File: src/hw/rtl/rgbc_pkg.sv
`default_nettype none

package rgbc_pkg;

    // channel widths
    localparam int CH_W   = 16;
    localparam int NORM_W = 8;

    localparam logic [CH_W-1:0]   U16_MAX   = 16'hFFFF;
    localparam logic [NORM_W-1:0] NORM_FULL = 8'd255;

    // DN40 color temperature: slope * blue' / red' + offset
    localparam logic [11:0]     CCT_SLOPE  = 12'd3810;
    localparam logic [CH_W-1:0] CCT_OFFSET = 16'd1391;

    // lux weights (x10000), red and blue weights are negative
    localparam logic [11:0] LUX_WR_MAG = 12'd3247;
    localparam logic [13:0] LUX_WG     = 14'd15784;
    localparam logic [12:0] LUX_WB_MAG = 13'd7319;
    localparam int          LUX_SCALE  = 10000;

    // weighted sum at or above this saturates the lux output
    localparam logic [29:0] LUX_SAT_LIM = 30'(65536 * LUX_SCALE);

    // divide by 10000 = shift by 4, then exact reciprocal multiply for /625
    localparam int          LUX_PRE_SHIFT   = 4;
    localparam int          LUX_Y_W         = 26;
    localparam logic [26:0] LUX_RECIP       = 27'd109951163;
    localparam int          LUX_RECIP_SHIFT = 36;
    localparam int          LUX_PROD_W      = LUX_Y_W + 27;

    // divider geometry
    localparam int CCT_QW     = 16;
    localparam int CCT_NUM_W  = 28;
    localparam int NORM_QW    = 8;
    localparam int NORM_NUM_W = CH_W + NORM_QW;
    localparam int NORM_DLY   = CCT_QW - NORM_QW;

    // one classified reading, front to back
    typedef struct packed {
        logic               c_zero;
        logic               cct_zero;
        logic               r_sat;
        logic               g_sat;
        logic               b_sat;
        logic               lux_pos;
        logic               lux_sat;
        logic [CH_W-1:0]    rc;
        logic [CH_W-1:0]    bc;
        logic [LUX_Y_W-1:0] lux_y;
        logic [CH_W-1:0]    clear;
        logic [CH_W-1:0]    red;
        logic [CH_W-1:0]    green;
        logic [CH_W-1:0]    blue;
    } rgbc_job_t;

    typedef struct packed {
        logic full;
        logic empty;
    } rgbc_fifo_stat_t;

endpackage

`default_nettype wire

File: src/hw/rtl/rgbc_fifo.sv
`default_nettype none

module rgbc_fifo
    import rgbc_pkg::*;
#(
    parameter int DEPTH = 4
)
(
    input  wire logic       clk,
    input  wire logic       rst_n,
    input  wire logic       push,
    input  rgbc_job_t       wdata,
    input  wire logic       pop,
    output rgbc_job_t       rdata,
    output rgbc_fifo_stat_t stat
);

    localparam int AW = (DEPTH > 1) ? $clog2(DEPTH) : 1;
    localparam int CW = $clog2(DEPTH + 1);

    rgbc_job_t       mem_reg [DEPTH];
    logic [AW-1:0]   wr_ptr_reg;
    logic [AW-1:0]   wr_ptr_next;
    logic [AW-1:0]   rd_ptr_reg;
    logic [AW-1:0]   rd_ptr_next;
    logic [CW-1:0]   count_reg;
    logic [CW-1:0]   count_next;

    assign rdata      = mem_reg[rd_ptr_reg];
    assign stat.full  = (count_reg == CW'(DEPTH));
    assign stat.empty = (count_reg == '0);

    // pointer wrap and occupancy
    always_comb
    begin
        wr_ptr_next = wr_ptr_reg;
        rd_ptr_next = rd_ptr_reg;
        if (push)
        begin
            wr_ptr_next = (wr_ptr_reg == AW'(DEPTH - 1)) ? '0 : wr_ptr_reg + 1'b1;
        end
        if (pop)
        begin
            rd_ptr_next = (rd_ptr_reg == AW'(DEPTH - 1)) ? '0 : rd_ptr_reg + 1'b1;
        end
        unique case ({push, pop})
            2'b10:   count_next = count_reg + 1'b1;
            2'b01:   count_next = count_reg - 1'b1;
            default: count_next = count_reg;
        endcase
    end

    always_ff @(posedge clk or negedge rst_n)
    begin
        if (!rst_n)
        begin
            wr_ptr_reg <= '0;
            rd_ptr_reg <= '0;
            count_reg  <= '0;
        end
        else
        begin
            wr_ptr_reg <= wr_ptr_next;
            rd_ptr_reg <= rd_ptr_next;
            count_reg  <= count_next;
        end
    end

    // storage
    always_ff @(posedge clk)
    begin
        if (push)
        begin
            mem_reg[wr_ptr_reg] <= wdata;
        end
    end

endmodule

`default_nettype wire

File: config.mk
export PLATFORM = sky130hd
export DESIGN_NAME = rgbc_fifo
export DESIGN_NICKNAME = d
export VERILOG_FILES = /design/src/hw/rtl/rgbc_pkg.sv /design/src/hw/rtl/rgbc_fifo.sv
export SDC_FILE = /design/constraint.sdc
export NUM_CORES = 1
export LEC_CHECK = 0
export BUFFER_PORTS_ARGS = -buffer_cell sky130_fd_sc_hd__buf_2
export CAP_MARGIN = 0
export CORE_ASPECT_RATIO = 1.75
export CORE_MARGIN = 2
export CORE_UTILIZATION = 57
export CTS_CLUSTER_DIAMETER = 200
export DETAILED_ROUTE_END_ITERATION = 16
export PLACE_DENSITY = 0.84
export SETUP_SLACK_MARGIN = 0.15
export SLEW_MARGIN = 20
export SYNTH_ARGS = -nofsm -noshare
export SYNTH_HDL_FRONTEND = slang
export SYNTH_SLANG_ARGS = --single-unit
File: constraint.sdc
create_clock -name clk -period 5.6 [get_ports clk]
set_input_delay 0.56 -clock clk [delete_from_list [all_inputs] [get_ports clk]]
set_output_delay 0.56 -clock clk [all_outputs]
set_load 0.005 [all_outputs]
==> metrics.csv <==
metric,value,unit
rr_worst_depth,4,
cap_violations,0,
synthArstFlopShare,0.0134,
skew,0.0175,ns
synth_area,19000,µm²
p_leak,7.53,nW
ys_types,22,
crit_arrival,2.71,ns
ant_nets,0,
syn_nets,852,
dpl_worst_slack,2.83,ns
cts.htree.levels,2,
cp_cell_sequence,"buf_4, mux4_2, buf_2",
cts_tree,built,
tightest_slew,0.970,ns
min_to,mem_reg[0][41]$_DFFE_PP_,
start_util,0.578,
cp_slowest_cell,dfrtp_4,
fin_nets,1142,
drtIter0Drc,526,
layout.area.seq,15700,µm²
worstPathRequired,5.04,ns
pin_count,264,
relSlewSlack,0.354,
start_kind,flip-flop,
fmax,306,MHz
multiInputGateArea,3130,µm²
syn-instance-count,712,
power_per_cell_area,497,nW/µm²
whs_path_depth,1,
layout-drive-gt1-share,0.454,
insertion_delay,0.54,ns
synth_area_leader_cell,edfxtp_1,
numPortBuffers,263,
synth.most_common_cell,edfxtp_1,
wl_per_cell,24.6,µm
grt_pass1_wl,52.9,mm
synth_commonest_cells,"edfxtp_1 (516), mux4_2 (129), buf_2 (11), buf_6 (11), dfrtp_1 (7)",
yosys_register_bits,523,
final_area,22200,µm²
ys_warn_count,0,
grt_max_degree,82,
die-height,246,µm
finalMaxSlewViolations,0,
power.total,11.0,mW
avgSynthCellArea,26.7,µm²
path_class,flip-flop to output pin,
crit_path_end_kind,output pin,
grt_antenna_before_repair,20,
min_path_type,primary input to flip-flop,
clockBufferDepth,3,
finalWirelength,35.8,mm
rr_endpoint,mem_reg[0][81]$_DFFE_PP_,
vias,8458,
rows,88,
final.fill_count,1996,
dr.pass1.iters,4,
yosys-top-cells-area,"edfxtp_1 (81%), mux4_2 (15%), dfrtp_1 (0.92%)",
via_per_inst,5.81,
worst-path-max-fanout,28,
dieArea,34900,µm²
placed_area,20800,µm²
areaGrowthSynthToFinish,16.6,%
ir_drop,0.000364,V
fp.coreArea,32900,µm²
track_usage,0.206,
cp_slowest_stage_delay,0.77,ns
synth_top_area_frac,0.814,
seq_area_frac_synth,0.823,
worst-path-stages,3,
fin_crit,3.27,ns
hold_buffers,1,
place_hpwl,21.8,mm
cts.sinks,523,
path_clk_slew,0.07,ns
hold_start,wdata[41],
rsz0062_at_grt,false,
r2r_setup_slack,3.04,ns
post_cts_buffers,0,
synth_edf_count,516,
min_period_over_period,0.583,
post_cts_resized,0,
cts-root-buf,clkbuf_16,
worstReg2RegStart,wr_ptr_reg[0]$_DFFE_PN0P_,
gp_congestion,0.776,
crit_family,flip-flops,
hold_viol,0,
tns,0,ns
crit_buf_inv,2,
fin_ws,2.33,ns
synth_ff_type,edfxtp_1,
drc_errors,0,
status,completed,
setup_violations,0,
numCtsBuffers,44,
global_route.overflow_total,0,
largest_reg_flops,516,
die_w,142,µm
grt_pass1_vias,8936,
worst reg2reg max path, stage by stage (launching register included):
cell     delay, ns
dfrtp_1       0.41
inv_1         0.11
ha_1          0.15
and2_4        0.76
buf_4         0.73
placed cells by master (no fill, tap or decap), drive strengths merged:
master / count
or3: 1
clkinvlp: 3
dlygate4sd3: 1
o21ai: 2
clkinv: 15
edfxtp: 516
ha: 6
mux2: 2
mux4: 129
mux2i: 1
buf: 272
fa: 1
diode: 17
and2: 4
clkbuf: 54
inv: 9
nand2: 1
dfrtp: 7
nor3: 1
nor2: 2
and3: 1
bufinv: 2
xnor2: 1
xor2: 2
metal layers:
metal | GRT usage | wire, µm | vias to the layer above
met5 | 0 | 41 | -
met4 | 0.116 | 1540 | 6
met3 | 0.0483 | 2070 | 80
met2 | 0.354 | 19600 | 298
met1 | 0.239 | 12500 | 4391
li1 | - | - | 3683
how the worst max path moves through the flow:
stage | start | to | slack (ns)
6_report | rd_ptr_reg[0]$_DFFE_PN0P_ | rdata[25] | 2.33
5_1_grt | rd_ptr_reg[0]$_DFFE_PN0P_ | rdata[25] | 2.11
4_1_cts | rd_ptr_reg[0]$_DFFE_PN0P_ | rdata[25] | 2.22
3_5_place_dp | rd_ptr_reg[0]$_DFFE_PN0P_ | rdata[25] | 2.83
3_3_place_gp | rd_ptr_reg[0]$_DFFE_PN0P_ | rdata[25] | 2.83
2_1_floorplan | wr_ptr_reg[0]$_DFFE_PN0P_ | mem_reg[0][0]$_DFFE_PP_ | 1.52
report_power, final:
| part | leakage (nW) | internal (mW) | switching (mW) |
|---|---|---|---|
| Sequential | 4.82 | 5.02 | 0.279 |
| Combinational | 2.06 | 1.45 | 1.41 |
| Clock | 0.649 | 1.57 | 1.29 |
area by class of cell:
cell class / count / area share
antenna: 17 / 0.00192
clock buffer: 54 / 0.0523
clock inverter: 23 / 0.00829
inverter: 6 / 0.00102
multi-input combinational: 154 / 0.141
sequential: 523 / 0.707
tap: 405 / 0.0228
timing repair buffer: 273 / 0.0657
cells by family (layout without fill, tap and decap cells):
logic type	Yosys count	in the layout	share of synthesized area
AOI/OAI and AO/OA	2	2	0.000526
xor gates and xnor gates	3	3	0.00138
adders and majority gates	7	7	0.00500
buffers and inverters	35	356	0.0126
DFF	523	523	0.823
muxes	132	132	0.154
other	0	17	0
and+or+nand+nor	10	10	0.00283
per-stage QoR:
| step | utilization | hold WS [ns] | std cells |
|---|---|---|---|
| 2_1_floorplan | - | 0.264 | 712 |
| 3_3_place_gp | 0.631 | 0.402 | 1360 |
| 3_5_place_dp | 0.631 | 0.410 | 1360 |
| 4_1_cts | 0.673 | 0.193 | 1438 |
| 5_1_grt | 0.674 | 0.204 | 1454 |
| 6_report | 0.674 | 0.217 | 1455 |
(Power assumes the default switching activity.)
