[src/hw/rtl/rgbc_pkg.sv]
`default_nettype none

package rgbc_pkg;

    // channel widths
    localparam int CH_W   = 16;
    localparam int NORM_W = 8;

    localparam logic [CH_W-1:0]   U16_MAX   = 16'hFFFF;
    localparam logic [NORM_W-1:0] NORM_FULL = 8'd255;

    // DN40 color temperature: slope * blue' / red' + offset
    localparam logic [11:0]     CCT_SLOPE  = 12'd3810;
    localparam logic [CH_W-1:0] CCT_OFFSET = 16'd1391;

    // lux weights (x10000), red and blue weights are negative
    localparam logic [11:0] LUX_WR_MAG = 12'd3247;
    localparam logic [13:0] LUX_WG     = 14'd15784;
    localparam logic [12:0] LUX_WB_MAG = 13'd7319;
    localparam int          LUX_SCALE  = 10000;

    // weighted sum at or above this saturates the lux output
    localparam logic [29:0] LUX_SAT_LIM = 30'(65536 * LUX_SCALE);

    // divide by 10000 = shift by 4, then exact reciprocal multiply for /625
    localparam int          LUX_PRE_SHIFT   = 4;
    localparam int          LUX_Y_W         = 26;
    localparam logic [26:0] LUX_RECIP       = 27'd109951163;
    localparam int          LUX_RECIP_SHIFT = 36;
    localparam int          LUX_PROD_W      = LUX_Y_W + 27;

    // divider geometry
    localparam int CCT_QW     = 16;
    localparam int CCT_NUM_W  = 28;
    localparam int NORM_QW    = 8;
    localparam int NORM_NUM_W = CH_W + NORM_QW;
    localparam int NORM_DLY   = CCT_QW - NORM_QW;

    // one classified reading, front to back
    typedef struct packed {
        logic               c_zero;
        logic               cct_zero;
        logic               r_sat;
        logic               g_sat;
        logic               b_sat;
        logic               lux_pos;
        logic               lux_sat;
        logic [CH_W-1:0]    rc;
        logic [CH_W-1:0]    bc;
        logic [LUX_Y_W-1:0] lux_y;
        logic [CH_W-1:0]    clear;
        logic [CH_W-1:0]    red;
        logic [CH_W-1:0]    green;
        logic [CH_W-1:0]    blue;
    } rgbc_job_t;

    typedef struct packed {
        logic full;
        logic empty;
    } rgbc_fifo_stat_t;

endpackage

`default_nettype wire

[src/hw/rtl/rgbc_if.sv]
`default_nettype none

// sensor reading channel
interface rgbc_in_if;
    logic        valid;
    logic        ready;
    logic [15:0] clear_count;
    logic [15:0] red_count;
    logic [15:0] green_count;
    logic [15:0] blue_count;

    modport source (output valid, output clear_count, output red_count,
                    output green_count, output blue_count, input ready);
    modport sink   (input valid, input clear_count, input red_count,
                    input green_count, input blue_count, output ready);
endinterface


`default_nettype wire

[src/hw/rtl/rgbc_front.sv]
`default_nettype none

module rgbc_front
    import rgbc_pkg::*;
(
    input  wire logic      clk,
    input  wire logic      rst_n,
    rgbc_in_if.sink        sample,
    input  rgbc_fifo_stat_t stat,
    output logic           push,
    output rgbc_job_t      job
);

    typedef struct packed {
        logic [CH_W-1:0] clear;
        logic [CH_W-1:0] red;
        logic [CH_W-1:0] green;
        logic [CH_W-1:0] blue;
        logic [17:0]     sum;
        logic [27:0]     pr;
        logic [29:0]     pg;
        logic [28:0]     pb;
    } f1_t;

    logic      adv;
    logic      f1_vld_reg;
    logic      f2_vld_reg;
    f1_t       f1_reg;
    f1_t       f1_next;
    rgbc_job_t f2_reg;
    rgbc_job_t f2_next;

    logic [17:0] excess;
    logic [16:0] ir;
    logic        r_ok;
    logic        b_ok;
    logic [29:0] neg_sum;
    logic [29:0] lux_diff;

    // both stages move together unless stage 2 holds a reading and the queue is full
    assign adv          = !f2_vld_reg || !stat.full;
    assign sample.ready = adv;
    assign push         = f2_vld_reg && !stat.full;
    assign job          = f2_reg;

    // stage 1: channel sum and lux partial products
    always_comb
    begin
        f1_next.clear = sample.clear_count;
        f1_next.red   = sample.red_count;
        f1_next.green = sample.green_count;
        f1_next.blue  = sample.blue_count;
        f1_next.sum   = 18'(sample.red_count) + 18'(sample.green_count)
                      + 18'(sample.blue_count);
        f1_next.pr    = 28'(sample.red_count) * 28'(LUX_WR_MAG);
        f1_next.pg    = 30'(sample.green_count) * 30'(LUX_WG);
        f1_next.pb    = 29'(sample.blue_count) * 29'(LUX_WB_MAG);
    end

    // stage 2: IR estimate, corrected channels and special-case flags
    always_comb
    begin
        excess   = f1_reg.sum - 18'(f1_reg.clear);
        ir       = (f1_reg.sum > 18'(f1_reg.clear)) ? excess[17:1] : '0;
        r_ok     = 17'(f1_reg.red) > ir;
        b_ok     = 17'(f1_reg.blue) > ir;
        neg_sum  = 30'(f1_reg.pr) + 30'(f1_reg.pb);
        lux_diff = f1_reg.pg - neg_sum;

        f2_next.c_zero   = (f1_reg.clear == '0);
        f2_next.cct_zero = (f1_reg.clear == '0) || (f1_reg.clear == U16_MAX)
                         || !r_ok || !b_ok;
        f2_next.r_sat    = f1_reg.red >= f1_reg.clear;
        f2_next.g_sat    = f1_reg.green >= f1_reg.clear;
        f2_next.b_sat    = f1_reg.blue >= f1_reg.clear;
        f2_next.lux_pos  = f1_reg.pg > neg_sum;
        f2_next.lux_sat  = lux_diff >= LUX_SAT_LIM;
        f2_next.rc       = f1_reg.red - ir[CH_W-1:0];
        f2_next.bc       = f1_reg.blue - ir[CH_W-1:0];
        f2_next.lux_y    = lux_diff[LUX_PRE_SHIFT +: LUX_Y_W];
        f2_next.clear    = f1_reg.clear;
        f2_next.red      = f1_reg.red;
        f2_next.green    = f1_reg.green;
        f2_next.blue     = f1_reg.blue;
    end

    // stage valids
    always_ff @(posedge clk or negedge rst_n)
    begin
        if (!rst_n)
        begin
            f1_vld_reg <= 1'b0;
            f2_vld_reg <= 1'b0;
        end
        else if (adv)
        begin
            f1_vld_reg <= sample.valid;
            f2_vld_reg <= f1_vld_reg;
        end
    end

    // stage payload
    always_ff @(posedge clk)
    begin
        if (adv)
        begin
            f1_reg <= f1_next;
            f2_reg <= f2_next;
        end
    end

endmodule

`default_nettype wire

[src/flat_wrapper.sv]
// flat-port wrapper written by rule: the top's interface ports become plain ports
module rgbc_front_flat import rgbc_pkg::*;
  (clk, rst_n, stat, push, job, sample_valid, sample_clear_count, sample_red_count, sample_green_count, sample_blue_count, sample_ready);
  rgbc_in_if sample_i ();
  input  wire logic clk;
  input  wire logic rst_n;
  input  rgbc_fifo_stat_t stat;
  output logic push;
  output rgbc_job_t job;
  input wire logic [$bits(sample_i.valid)-1:0] sample_valid;
  input wire logic [$bits(sample_i.clear_count)-1:0] sample_clear_count;
  input wire logic [$bits(sample_i.red_count)-1:0] sample_red_count;
  input wire logic [$bits(sample_i.green_count)-1:0] sample_green_count;
  input wire logic [$bits(sample_i.blue_count)-1:0] sample_blue_count;
  output wire logic [$bits(sample_i.ready)-1:0] sample_ready;
  assign sample_i.valid = sample_valid;
  assign sample_i.clear_count = sample_clear_count;
  assign sample_i.red_count = sample_red_count;
  assign sample_i.green_count = sample_green_count;
  assign sample_i.blue_count = sample_blue_count;
  assign sample_ready = sample_i.ready;
  rgbc_front u_core (.clk(clk), .rst_n(rst_n), .sample(sample_i), .stat(stat), .push(push), .job(job));
endmodule
[config.mk]
export PLATFORM = sky130hd
export DESIGN_NAME = rgbc_front_flat
export DESIGN_NICKNAME = d
export VERILOG_FILES = /design/src/hw/rtl/rgbc_pkg.sv /design/src/hw/rtl/rgbc_if.sv /design/src/hw/rtl/rgbc_front.sv /design/src/flat_wrapper.sv
export SDC_FILE = /design/constraint.sdc
export NUM_CORES = 1
export LEC_CHECK = 0
export BUFFER_PORTS_ARGS = -buffer_cell sky130_fd_sc_hd__buf_2
export CORE_MARGIN = 3
export CORE_UTILIZATION = 55
export CTS_CLUSTER_DIAMETER = 40
export DETAILED_ROUTE_END_ITERATION = 10
export PLACE_DENSITY = 0.74
export REMOVE_ABC_BUFFERS = 1
export SYNTH_ARGS = -nofsm -noshare
export SYNTH_HDL_FRONTEND = slang
export SYNTH_SLANG_ARGS = --single-unit
[constraint.sdc]
create_clock -name clk -period 12.58 [get_ports clk]
set_input_delay 0.629 -clock clk [delete_from_list [all_inputs] [get_ports clk]]
set_output_delay 0.629 -clock clk [all_outputs]
set_load 0.01 [all_outputs]
==> results of run 1 <==
==> kinds of logic (layout without fill, tap and decap cells) <==
family / after synthesis / in the layout / synth area share
buffers and inverters: 425 / 713 / 0.0578
AND/OR/NAND/NOR: 403 / 403 / 0.0719
XOR/XNOR: 178 / 178 / 0.0565
multiplexers: 2 / 2 / 0.000771
AO/OA/AOI/OAI: 451 / 451 / 0.111
flip-flops: 293 / 293 / 0.318
adder cells (fa/ha/maj): 707 / 707 / 0.384
other: 0 / 2 / 0
==> cell type report <==
cell class                 instances  area (µm²)  share of cell area
timing repair buffer             201        1030              0.0330
sequential                       293        8790               0.282
inverter                         422        1580              0.0509
antenna                            2        5.00            0.000161
tap                              664         831              0.0267
clock buffer                      49        1200              0.0387
clock inverter                    41         472              0.0151
multi-input combinational       1741       17200               0.553
==> metrics by stage <==
stage	hold slack [ps]	util	setup slack, ps
global placement	413	0.598	6330
finish	208	0.632	6700
floorplan	333	-	4680
detailed placement	419	0.598	6210
global route	183	0.632	6340
CTS	178	0.632	6780
==> worst paths after layout <==
| check | start | endpoint | slack, ps | depth (start not counted) |
|---|---|---|---|---|
| worst min register to register | u_core.f1_reg[124] | u_core.job[19] | 460 | 0 |
| min in group asynchronous | rst_n | u_core.f2_vld_reg | 380 | 2 |
| worst max register to register | u_core.f1_reg[153] | u_core.job[105] | 6700 | 21 |
| worst min-delay path | sample_clear_count[0] | u_core.f1_reg[153] | 210 | 1 |
| worst max-delay path | u_core.f1_reg[153] | u_core.job[105] | 6700 | 21 |
| max in group asynchronous | rst_n | u_core.f1_vld_reg | 12110 | 2 |
==> per-layer routing <==
layer / routed length, µm / GRT usage
met1: 30200 / 0.367
met2: 29200 / 0.379
met3: 4660 / 0.0518
met4: 2410 / 0.0902
met5: 12 / 0
==> cell usage after synthesis (all sizes together), types with 3 or more instances <==
master     n  area (µm²)
xor2      58         508
o31ai      9        81.3
a21boi     4        30.0
o21bai    30         225
o2111a     3        33.8
nand2b    23         144
nand3     37         185
edfxtp   291        8740
a41oi      5        51.3
and4       7        61.3
xnor2    120        1050
o31a       3        26.3
o211ai    12        90.1
nor3      47         235
a2111oi    4        60.1
o21a      23         173
nor2      93         349
and2       8        50.1
o41ai      5        77.6
a31oi     21         131
fa       233        4660
ha       474        5930
nand2     89         334
a21oi    119         599
o211a      3        30.0
inv      422        1580
nor4      15        93.8
or3       11        68.8
a21o      76         571
nor2b     31         194
clkbuf     3        11.3
o21ai     80         404
or2        8        50.1
a211o      8        70.1
and3       9        56.3
nand4     20         125
a211oi    13        97.6
o2111ai    3        26.3
==> impl_metrics.env, run 1 <==
export IMPL_outcome="finished clean"
export IMPL_worstPathCellList="ha_1, inv_1, fa_1, a21o_1, a211oi_1, o21ai_0, a41o_1, nand2b_1, a31oi_1, a211o_1, nand2_1, ha_1, nor2b_1, o21ai_0, a21boi_0, o21ai_1, a211oi_1, o41a_1, or2_2, a21oi_1, xnor2_1"
export IMPL_required_ps=12910
export IMPL_critical_path_slowest_cell="edfxtp_1"
export IMPL_vias=19200
export IMPL_setup_viol_count_final=0
export IMPL_endpoint_kind="register"
export IMPL_clk_latency_ps=590
export IMPL_drt_iter0_markers=1423
export IMPL_syn_avg_cell_area_um2=11.2
export IMPL_ys_seq_area_frac=0.318
export IMPL_cts_buffer_depth=3
export IMPL_remaining_drc_errors=0
export IMPL_finalWirelength_mm=66.5
export IMPL_ys_types=73
export IMPL_std_cell_rows=81
export IMPL_core_area_um2=49300
export IMPL_ctsHoldBuffers=1
export IMPL_gp_congestion=0.886
export IMPL_rsz0062_at_grt="no"
export IMPL_io_pins=200
export IMPL_via_per_inst=5.63
export IMPL_antenna_found_initial=2
export IMPL_fillers=3926
export IMPL_final_common_cell="ha_1"
export IMPL_dieArea_um2=52900
export IMPL_io_buffer_count=198
export IMPL_path_delay_family="compound AO/OA/AOI/OAI gates"
export IMPL_cp_arrival_ps=6210
export IMPL_critPathMaxStageDelay_ps=560
export IMPL_netlist_instances=2459
export IMPL_cts_max_level=2
export IMPL_fin_nets=3483
export IMPL_finalHoldViolations=0
export IMPL_dp_hpwl_mm=52.7
export IMPL_drv_cap=0
export IMPL_finalCritPeriodShare=0.467
export IMPL_min_path_type="in2reg"
export IMPL_slew_viol_final=0
export IMPL_ant_nets=0
export IMPL_die_w_um=230
export IMPL_stdcell_count=3413
export IMPL_area_delta_synth_final_pct=12.8
export IMPL_worst_path_buf_inv=1
export IMPL_firstDrtPassIters=6
export IMPL_final_cell_mix="ha_1 (474), inv_1 (422), edfxtp_1 (291)"
export IMPL_gr_total_overflow=0
export IMPL_start_util=0.560
export IMPL_grt_pass1_wl_mm=104
export IMPL_synth_seq_cells=293
export IMPL_synth_edf_count=291
export IMPL_track_usage=0.253
export IMPL_path_clk_slew_ps=60
export IMPL_largest_reg_flops=162
export IMPL_design_area_um2=31100
export IMPL_post_cts_repair_setup_buffers=0
export IMPL_yosysWarnings=0
export IMPL_slew_headroom=0.267
export IMPL_cts_buffers=48
export IMPL_dpl_cell_area_um2=29400
export IMPL_async_flop_share=0.00683
export IMPL_path_max_fanout=16
export IMPL_grt_pass1_vias=19000
export IMPL_ys_flop_type="edfxtp_1"
export IMPL_drive_above_1_share=0.112
export IMPL_cts_root_buf="clkbuf_16"
export IMPL_cts_repair_resized=0
export IMPL_tns_ps=0
export IMPL_finalClockSkew_ps=21.6
export IMPL_dp_cells=3320
export IMPL_die_y_um=230
export IMPL_wl_per_cell_um=19.5
export IMPL_cts_tree="done"
export IMPL_crit_type="reg2reg"
export IMPL_fmax_mhz=170
export IMPL_worstMarginPinSlew_ps=1090
export IMPL_clock_sinks=293
export IMPL_syn_cell_area_um2=27600
export IMPL_grt_max_degree=159
export IMPL_period_needed_ps=5880
export IMPL_critPathLaunchType="register"
Power of run 1 is left out: the tool's default activity adds up to more than one toggle a clock period on the data nets, which glitch-free logic cannot reach.
==> inputs of run 2 (changes only) <==
--- a/config.mk
+++ b/config.mk
@@ -10,7 +10,7 @@
 export CORE_UTILIZATION = 55
 export CTS_CLUSTER_DIAMETER = 40
 export DETAILED_ROUTE_END_ITERATION = 10
-export PLACE_DENSITY = 0.74
+export PLACE_DENSITY = 0.77
 export REMOVE_ABC_BUFFERS = 1
 export SYNTH_ARGS = -nofsm -noshare
 export SYNTH_HDL_FRONTEND = slang
==> constraint.sdc (replaced) <==
create_clock -name clk -period 5.35 [get_ports clk]
set_input_delay 0.2675 -clock clk [delete_from_list [all_inputs] [get_ports clk]]
set_output_delay 0.2675 -clock clk [all_outputs]
set_load 0.01 [all_outputs]
==> run 2 against run 1 <==
Flip-flop and latch count unchanged. Final cell count grew 3.8%. Count of clock-buffer cells in the layout up 3. Critical endpoint is now u_core.job[122]. Routed wire length is 9.2% higher. Utilization grew 2.3 points. Design area rose by 3.6%. Fmax up 15%. Setup slack worse by 6500 ps. Die area unchanged. Highest routed layer unchanged. Global-route usage up 2.4 points. Clock skew increased by 5.3 ps.
==> impl_metrics.env, run 2 (synthesis results as in run 1) <==
export IMPL_critPathMaxStageDelay_ps=410
export IMPL_via_per_inst=5.71
export IMPL_min_path_type="in2reg"
export IMPL_cts_max_level=2
export IMPL_outcome="finished clean"
export IMPL_cts_tree="done"
export IMPL_fin_nets=3617
export IMPL_final_seq_area_um2=8790
export IMPL_cts_buffers=44
export IMPL_vias=20300
export IMPL_grt_pass1_wl_mm=114
export IMPL_largest_reg_flops=162
export IMPL_path_delay_family="compound AO/OA/AOI/OAI gates"
export IMPL_cp_arrival_ps=5450
export IMPL_gp_congestion=0.916
export IMPL_finalClockSkew_ps=26.9
export IMPL_antenna_found_initial=6
export IMPL_layout_setup_ws_ps=220
export IMPL_critical_path_slowest_cell="edfxtp_1"
export IMPL_crit_type="reg2reg"
export IMPL_io_pins=200
export IMPL_slew_viol_final=0
export IMPL_final_cell_mix="ha_1 (471), inv_1 (422), edfxtp_1 (291)"
export IMPL_ant_nets=0
export IMPL_wl_per_cell_um=20.5
export IMPL_dp_hpwl_mm=59.2
export IMPL_finalCritPeriodShare=0.959
export IMPL_period_needed_ps=5130
export IMPL_start_util=0.560
export IMPL_setup_viol_count_final=0
export IMPL_fmax_mhz=195
export IMPL_drv_cap=0
export IMPL_finalHoldViolations=0
export IMPL_track_usage=0.277
export IMPL_remaining_drc_errors=0
export IMPL_dieArea_um2=52900
export IMPL_die_w_um=230
export IMPL_path_max_fanout=5
export IMPL_cts_buffer_depth=3
export IMPL_clock_sinks=293
export IMPL_path_clk_slew_ps=60
export IMPL_core_area_um2=49300
export IMPL_grt_max_degree=104
export IMPL_final_common_cell="ha_1"
export IMPL_multi_input_area_um2=17400
export IMPL_tns_ps=0
export IMPL_worstMarginPinSlew_ps=1000
export IMPL_slew_headroom=0.326
export IMPL_finalWirelength_mm=72.6
export IMPL_drive_above_1_share=0.154
export IMPL_critPathLaunchType="register"
export IMPL_fillers=3775
export IMPL_endpoint_kind="register"
export IMPL_required_ps=5670
export IMPL_firstDrtPassIters=5
export IMPL_io_buffer_count=198
export IMPL_clk_latency_ps=590
export IMPL_worstPathCellList="ha_2, fa_2, a211oi_2, nor2_1, o41ai_2, nand2_1, buf_4, a21oi_2, nand2b_1, a21oi_2, xor2_1, ha_1, and3_2, a41oi_2, o221ai_2, or3_1, nor3_2, buf_4, nor2_1, mux2i_1, o2111a_1, o31a_1"
export IMPL_worst_path_buf_inv=2
export IMPL_pre_cts_slack_ps=-240
export IMPL_std_cell_rows=81
export IMPL_gr_total_overflow=0
export IMPL_grt_pass1_vias=20700
export IMPL_drt_iter0_markers=1547
export IMPL_area_delta_synth_final_pct=16.9
export IMPL_die_y_um=230
export IMPL_cts_root_buf="clkbuf_16"
run 2: changes by cell type in the layout (fill, tap and decap cells not counted), moves of 4 or more:
| cell | before | now |
|---|---|---|
| a21oi_1 | 118 | 111 |
| o21ai_0 | 77 | 70 |
| buf_4 | 1 | 116 |
| clkbuf_16 | 48 | 44 |
| a21oi_2 | 1 | 8 |
| dlygate4sd3_1 | 1 | 21 |
| clkbuf_1 | 1 | 8 |
| clkinv_2 | 11 | 1 |
| o21ai_1 | 2 | 6 |
| a211oi_1 | 13 | 9 |
run 2: path summary, 6_finish.rpt:
path / from / end / slack (ps) / cells past startpoint
max reg2reg: u_core.f1_reg[59] / u_core.job[122] / 220 / 22
min reg2reg: u_core.f1_reg[132] / u_core.job[27] / 470 / 0
max in group asynchronous: rst_n / u_core.f2_vld_reg / 4670 / 3
min: sample_green_count[3] / u_core.f1_reg[124] / 30 / 2
min in group asynchronous: rst_n / u_core.f1_vld_reg / 560 / 3
max: u_core.f1_reg[59] / u_core.job[122] / 220 / 22
run 2: layout make-up:
class | count | area share
Clock inverter | 29 | 0.0129
Sequential cell | 293 | 0.272
Clock buffer | 52 | 0.0351
Timing Repair Buffer | 339 | 0.0664
Tap cell | 664 | 0.0257
Multi-Input combinational cell | 1741 | 0.538
Inverter | 422 | 0.0491
Antenna cell | 4 | 0.000310
run 2: repair_timing:
item | CTS | global route
setup endpoints to repair | 1 | 20
hold buffers | 21 | 0
pin swaps | 2 | 13
resized for setup | 1 | 41
gates cloned | 0 | 0
endpoints found under the hold margin | 21 | 0
setup buffers | 1 | 4
run 2: metal layers:
metal	wire length (µm)	track usage	part of all wire	vias to the layer above
li1	-	-	-	9381
met1	30600	0.381	0.42	10000
met2	34300	0.450	0.47	679
met3	5670	0.0555	0.078	139
met4	2010	0.0770	0.028	4
met5	27	0	0.00037	-
run 2: through the flow:
| stage | utilization | hold slack, ps | area [µm²] | std cells |
|---|---|---|---|---|
| detailed placement | 0.616 | 56.4 | 30300 | 3433 |
| global placement | 0.616 | 51.9 | 30300 | 3433 |
| floorplan | - | -28.1 | 27600 | 2456 |
| finish | 0.655 | 28.7 | 32300 | 3544 |
| CTS | 0.651 | 7.62 | 32100 | 3536 |
| global route | 0.655 | 25.1 | 32300 | 3540 |
Power of run 2 is left out for the same reason.
